===== config.mk =====
export PLATFORM = sky130hd
export DESIGN_NAME = tfn_isqrt
export DESIGN_NICKNAME = d
export VERILOG_FILES = /design/src/rtl/tfn_pkg.sv /design/src/rtl/tfn_isqrt.sv
export SDC_FILE = /design/constraint.sdc
export NUM_CORES = 2
export LEC_CHECK = 0
export BUFFER_PORTS_ARGS = -buffer_cell sky130_fd_sc_hd__buf_2
export CAP_MARGIN = 40
export CORE_ASPECT_RATIO = 0.7
export CORE_MARGIN = 8
export CORE_UTILIZATION = 60
export CTS_CLUSTER_DIAMETER = 60
export CTS_CLUSTER_SIZE = 24
export DETAILED_ROUTE_END_ITERATION = 10
export MAX_ROUTING_LAYER = met4
export PLACE_DENSITY = 0.79
export SYNTH_ARGS = -nofsm -noshare
export SYNTH_HDL_FRONTEND = slang
export SYNTH_MEMORY_MAX_BITS = 65536
export SYNTH_SLANG_ARGS = --single-unit

===== constraint.sdc =====
create_clock -name i_clk -period 5.3 [get_ports i_clk]
set_clock_uncertainty 0.05 [all_clocks]
set_input_delay 0 -clock i_clk [delete_from_list [all_inputs] [get_ports i_clk]]
set_output_delay 0 -clock i_clk [all_outputs]
set_load 0.02 [all_outputs]

===== src/rtl/tfn_pkg.sv =====
`default_nettype none
// ----------------------------------------------------------------------------
// tfn_pkg
// Shared widths, defaults and beat types of the triangle face normal unit.
// ----------------------------------------------------------------------------
package tfn_pkg;

    localparam int COORD_BITS_DEF       = 24;
    localparam int NORMAL_FRAC_BITS_DEF = 14;
    localparam int COORD_W              = COORD_BITS_DEF;
    localparam int NORMAL_W             = NORMAL_FRAC_BITS_DEF + 2;

    localparam int RADICAND_W = 64;
    localparam int ROOT_W     = 32;
    localparam int NORM_MAG_W = 31;

    typedef struct packed {
        logic signed [COORD_W-1:0] a_x;
        logic signed [COORD_W-1:0] a_y;
        logic signed [COORD_W-1:0] a_z;
        logic signed [COORD_W-1:0] b_x;
        logic signed [COORD_W-1:0] b_y;
        logic signed [COORD_W-1:0] b_z;
        logic signed [COORD_W-1:0] c_x;
        logic signed [COORD_W-1:0] c_y;
        logic signed [COORD_W-1:0] c_z;
    } t_tri_in;

    typedef struct packed {
        logic signed [NORMAL_W-1:0] normal_x;
        logic signed [NORMAL_W-1:0] normal_y;
        logic signed [NORMAL_W-1:0] normal_z;
        logic                       degenerate;
    } t_normal_out;

    typedef struct packed {
        logic en;
        logic valid;
    } t_pipe_ctl;

endpackage
`default_nettype wire


===== src/rtl/tfn_isqrt.sv =====
`default_nettype none
// ----------------------------------------------------------------------------
// tfn_isqrt
// Pipelined integer square root, one root bit per stage, with a sideband
// that travels alongside the radicand.
// ----------------------------------------------------------------------------
module tfn_isqrt
    import tfn_pkg::*;
#(
    parameter int SIDE_W = 1
) (
    input  wire logic                  i_clk,
    input  wire logic                  i_rst_n,
    input  wire t_pipe_ctl             i_ctl,
    input  wire logic [RADICAND_W-1:0] i_radicand,
    input  wire logic [SIDE_W-1:0]     i_side,
    output logic                       o_valid,
    output logic [ROOT_W-1:0]          o_root,
    output logic [SIDE_W-1:0]          o_side
);

    localparam int NSTG  = ROOT_W;
    localparam int REM_W = ROOT_W + 1;

    logic                  r_v    [NSTG];
    logic [REM_W-1:0]      r_rem  [NSTG];
    logic [ROOT_W-1:0]     r_q    [NSTG];
    logic [RADICAND_W-1:0] r_s    [NSTG];
    logic [SIDE_W-1:0]     r_side [NSTG];

    for (genvar j = 0; j < NSTG; j++) begin : g_stg
        logic                  w_v;
        logic [REM_W-1:0]      w_rem;
        logic [ROOT_W-1:0]     w_q;
        logic [RADICAND_W-1:0] w_s;
        logic [SIDE_W-1:0]     w_side;
        logic [REM_W+1:0]      w_cur;
        logic [ROOT_W+1:0]     w_trial;
        logic [REM_W+1:0]      w_diff;

        if (j == 0) begin : g_first
            assign w_v    = i_ctl.valid;
            assign w_rem  = '0;
            assign w_q    = '0;
            assign w_s    = i_radicand;
            assign w_side = i_side;
        end else begin : g_next
            assign w_v    = r_v[j-1];
            assign w_rem  = r_rem[j-1];
            assign w_q    = r_q[j-1];
            assign w_s    = r_s[j-1];
            assign w_side = r_side[j-1];
        end

        assign w_cur   = {w_rem, w_s[RADICAND_W-1 -: 2]};
        assign w_trial = {w_q, 2'b01};
        assign w_diff  = w_cur - (REM_W+2)'(w_trial);

        always_ff @(posedge i_clk) begin
            if (!i_rst_n) begin
                r_v[j] <= 1'b0;
            end else if (i_ctl.en) begin
                r_v[j] <= w_v;
            end
        end

        always_ff @(posedge i_clk) begin
            if (i_ctl.en) begin
                if (w_cur >= (REM_W+2)'(w_trial)) begin
                    r_rem[j] <= w_diff[REM_W-1:0];
                    r_q[j]   <= {w_q[ROOT_W-2:0], 1'b1};
                end else begin
                    r_rem[j] <= w_cur[REM_W-1:0];
                    r_q[j]   <= {w_q[ROOT_W-2:0], 1'b0};
                end
                r_s[j]    <= {w_s[RADICAND_W-3:0], 2'b00};
                r_side[j] <= w_side;
            end
        end
    end

    assign o_valid = r_v[NSTG-1];
    assign o_root  = r_q[NSTG-1];
    assign o_side  = r_side[NSTG-1];

endmodule
`default_nettype wire


Word level (Yosys, flattened, before mapping) --
Memory sizes are Yosys's and may differ from the RTL's. Index checks and enable logic that the tools add are counted.
Storage, ports and cells: flip-flop bits (word level) 0, memories 5, bits in writable memories 4128, input port bits 69
Cells by class: add/subtract/negate cells 32, multiplexer cells 293, bitwise gates (word level) 96, order comparisons 32
Memories:
- r_s | words 32, bits a word 62, rd ports 31, clocked after memory_dff 0, wr ports 32, line tfn_isqrt.sv:28 | logic [RADICAND_W-1:0] r_s [NSTG];
- r_rem | words 32, bits a word 33, rd ports 31, clocked after memory_dff 0, wr ports 32, line tfn_isqrt.sv:26 | logic [REM_W-1:0] r_rem [NSTG];
- r_q | words 32, bits a word 32, rd ports 32, clocked after memory_dff 0, wr ports 32, line tfn_isqrt.sv:27 | logic [ROOT_W-1:0] r_q [NSTG];
- r_side | words 32, bits a word 1, rd ports 32, clocked after memory_dff 0, wr ports 32, line tfn_isqrt.sv:29 | logic [SIDE_W-1:0] r_side [NSTG];
- r_v | words 32, bits a word 1, rd ports 32, clocked after memory_dff 0, wr ports 32, line tfn_isqrt.sv:25 | logic r_v [NSTG];
Operators with widths (number):
- >= comparator 35 x 34 -> 1 bit | 31
- 2-to-1 mux 33 bit | 32
- 2-to-1 mux 32 bit | 32
- subtractor 33 bit | 31
- 2-to-1 mux 1 bit | 229
- OR 1 bit | 96
- subtractor 2 x 1 -> 3 bit (second input constant) | 1
- >= comparator 2 x 1 -> 1 bit (second input constant) | 1

Logic depth before layout (Yosys ltp) --
An unclocked memory read counts as a cell.
depth in word-level cells 6, gate-level depth with buffers 14, gate-level depth less buffers 12

Least setup slack after synthesis --
Ideal clock, no wire load.
kind flip-flop to flip-flop, start mem r_rem[1][377] in the netlist's numbering, end mem r_rem[1][400] in the netlist's numbering (data pin), arrival 3345 ps, cell stages (with the launch flop) 12, setup slack 1645 ps, period minus slack after synthesis 3655 ps, required time 4990 ps, cell sequence edfxtp_1 ha_1 clkbuf_1 a21o_1 a311oi_1 a31oi_1 a221o_1 a21oi_1 o21ai_1 a2111oi_1 clkbuf_1 mux2_2
RTL lines (line):
- start, declared | tfn_isqrt.sv:26

==> flow_metrics.env <==
export IMPL_relSlewSlack_pct=18.62
export IMPL_dieArea_um2=213200
export IMPL_clkTransAtPathRegs_ns=0.09
export IMPL_cts_setup_buffers=0
export IMPL_grt_overflow_total=0
export IMPL_antenna_found_initial=3
export IMPL_status="complete, no violations"
export IMPL_final_antenna_net_count=0
export IMPL_end_kind="flop"
export IMPL_dr_first_iter_drc_count=7155
export IMPL_stdcell_count=12240
export IMPL_avgSynthCellArea_um2=12.83
export IMPL_crit_chain="ha_1 -> a211o_1 -> a21oi_1 -> nor4bb_1 -> nand2_1 -> a21oi_1 -> o21ai_1 -> a2111oi_2 -> buf_12 -> mux2_2"
export IMPL_crit_type="reg2reg"
export IMPL_fin_hold_ws_ns=0.1847
export IMPL_grt_max_degree=177
export IMPL_ys_warn_count=0
export IMPL_synth_cell_type_count=83
export IMPL_worst_slew_pin_transition_ns=1.221
export IMPL_routedWlPerCell_um=20.32
export IMPL_synth_area_um2=119100
export IMPL_fp_dieW_um=548.4
export IMPL_cts_root_buf="clkbuf_16"
export IMPL_drv_cap=0
export IMPL_n_fill_cell=14310
export IMPL_ys_seq_area_share_pct=64.52
export IMPL_synth_common_cells="edfxtp_1 (2,557), nand2_1 (721), inv_1 (709), o21ai_0 (601), ha_1 (562)"
export IMPL_cts_sinks=2559
export IMPL_core_area_um2=196700
export IMPL_track_usage_pct=23.41
export IMPL_drive_gt1_share_pct=5.699
export IMPL_netlist_top_cells_area="edfxtp_1 (64%), ha_1 (5.9%), xor2_1 (3.1%)"
export IMPL_top_usage_layer="met2"
export IMPL_synth_flop_cell="edfxtp_1"
export IMPL_p_per_area_nw_per_um2=412.0
export IMPL_area_sequential_um2=76820
export IMPL_slowest_stage="a2111oi_2"
export IMPL_wl_mm=248.6
export IMPL_worst_path_most_repeated_cell="a21oi_1"
export IMPL_dp_hpwl_mm=177.3
export IMPL_setup_slack_ns=1.110
export IMPL_syn_inst=9279
export IMPL_cpPeakStageDelay_ns=0.53
export IMPL_port_buffers=102
export IMPL_synth_edff_count=2557
export IMPL_synth_fp_nets=9910
export IMPL_rsz0062_at_grt="no"
export IMPL_clk_latency_ns=0.84
export IMPL_reg2regPathDepth=10
export IMPL_finalSetupViolations=0
export IMPL_vias=72860
export IMPL_final_max_slew_viol_count=0
export IMPL_holdPathStages=3
export IMPL_grt_pass1_wl_mm=389.8
export IMPL_p_leak_uw=0.04877
export IMPL_grt_pass1_vias=69660
export IMPL_critPathRequiredTime_ns=5.82
export IMPL_start_kind="flop"
export IMPL_dp_cells=11860
export IMPL_syn_to_final_growth_pct=8.485
export IMPL_irDropWorstVdd_mv=0.3875
export IMPL_drc=0
export IMPL_diodes=0
export IMPL_hold_viol_final=0
export IMPL_synth_most_common_cell="edfxtp_1"
export IMPL_grtUsageMet3_pct=3.366
export IMPL_min_period_over_period_pct=79.06
export IMPL_rows=136
export IMPL_cts_buffers=155
export IMPL_multi_input_area_um2=38810
export IMPL_die_h_um=388.7
export IMPL_period_minus_slack_ns=4.190
export IMPL_synth_top_area_share_pct=64.49
export IMPL_synth_seq_cells=2559
export IMPL_place_area_um2=123000
export IMPL_synthArstFlopShare_pct=0
export IMPL_clock_path_buffers=4
export IMPL_cts_tree="done"
export IMPL_fmax_mhz=238.7
export IMPL_place_congestion=0.9518
export IMPL_io_pins=103
export IMPL_yosysTopAreaCell="edfxtp_1"
export IMPL_htreeDepth=4
export IMPL_initial_core_util_pct=60.53
export IMPL_holdCritPathClass="in2reg"
export IMPL_num_nets_final=10170
export IMPL_finalInstanceArea_um2=129200
export IMPL_fin_tns_setup_ns=0
export IMPL_gr_usage_met2_pct=36.16
export IMPL_viasPerCell=5.954
export IMPL_grtUsageMet1_pct=33.76
export IMPL_crit_fanout=59
export IMPL_first_pass_iters=9
export IMPL_worstPathArrival_ns=4.71
export IMPL_pre_cts_slack_ns=1.251
==> per-layer routing <==
metal | vias to the layer above | routed length, µm
met4 | 0 | 4727
met1 | 35430 | 113700
li1 | 34730 | -
met5 | - | 0
met3 | 342 | 16810
met2 | 2353 | 113400
==> placed cells by master, fill, tap and decap left out, types with 37 or more instances in the layout <==
cell,n
nand3_1,135
ha_1,562
buf_2,104
a21oi_1,512
a31oi_1,53
nand2b_1,108
mux2_2,55
dlygate4sd3_1,135
nand4_1,94
edfxtp_1,2557
o31ai_1,37
inv_1,709
buf_4,58
and3_1,85
o21bai_1,63
and2_1,49
a211oi_1,50
nand2_1,721
nor2b_1,69
o21ai_0,601
nor2_1,537
clkbuf_16,159
or3_1,101
xnor2_1,384
or4_1,44
nor4_1,137
nor3_1,212
a21o_1,213
xor2_1,424
o21a_1,88
==> registers in the layout (all words and copies together) (netlist names) <==
register	flops
r_s	992
r_rem	975
r_q	528
r_side	32
r_v	32
==> worst paths after layout <==
| path | startpoint | end | slack, ns |
|---|---|---|---|
| setup / recovery | r_rem[1][375]$_DFFE_PP_ | r_rem[1][400]$_DFFE_PP_ | 1.11 |
| hold / removal | i_rst_n | r_v[1][0]$_DFF_P_ | 0.18 |
| setup reg to reg | r_rem[1][375]$_DFFE_PP_ | r_rem[1][400]$_DFFE_PP_ | 1.11 |
| hold reg to reg | r_s[0][583]$_DFFE_PP_ | r_s[0][647]$_DFFE_PP_ | 0.36 |
==> cell type report <==
cell class / count / share of cell area [%]
clock buffer: 168 / 3.106
inverter: 710 / 2.063
tap: 2622 / 2.540
clock inverter: 68 / 0.6461
timing repair buffer: 319 / 2.125
sequential: 2559 / 59.47
multi-input combinational: 5791 / 30.05
==> where the power goes <==
| part | leakage (µW) | switching (µW) | internal [µW] |
|---|---|---|---|
| logic | 0.0217 | 7670 | 5280 |
| clock network | 0.00237 | 6740 | 5970 |
| registers | 0.0247 | 1850 | 25700 |
| total | 0.0488 | 16300 | 37000 |
==> kinds of logic (layout without fill, tap and decap cells) <==
group                    count (synthesis)  after routing  synth area share, %
flip-flops                            2559           2559                64.52
AO/OA/AOI/OAI                         1870           1870                9.670
XOR/XNOR                               808            808                5.943
multiplexers                            77             77               0.7051
adder cells (fa/ha/maj)                562            562                5.906
buffers and inverters                  929           1265                2.936
AND/OR/NAND/NOR                       2474           2474                10.32
==> worst max-delay path: cells and delay by family (launching register included) <==
| family | cells | cell delay [ns] |
|---|---|---|
| compound gates | 5 | 1.62 |
| fa+ha+maj | 1 | 0.38 |
| buf+inv | 1 | 0.30 |
| flops | 1 | 0.40 |
| simple gates | 2 | 0.75 |
| mux | 1 | 0.37 |
==> metrics by stage <==
stage / utilization (%) / total power (µW)
finish: 65.67 / 53210
CTS: 65.66 / 53360
detailed placement: 62.51 / 40570
global placement: 62.42 / 40290
floorplan: - / 36590
global route: 65.67 / 55830
==> what timing repair did <==
action / 4_1_cts / 5_1_grt
resized for setup: 0 / 0
endpoints found under the hold margin: 392 / 0
hold buffers: 135 / 0
Note: power is estimated with default switching activity, not from simulation.
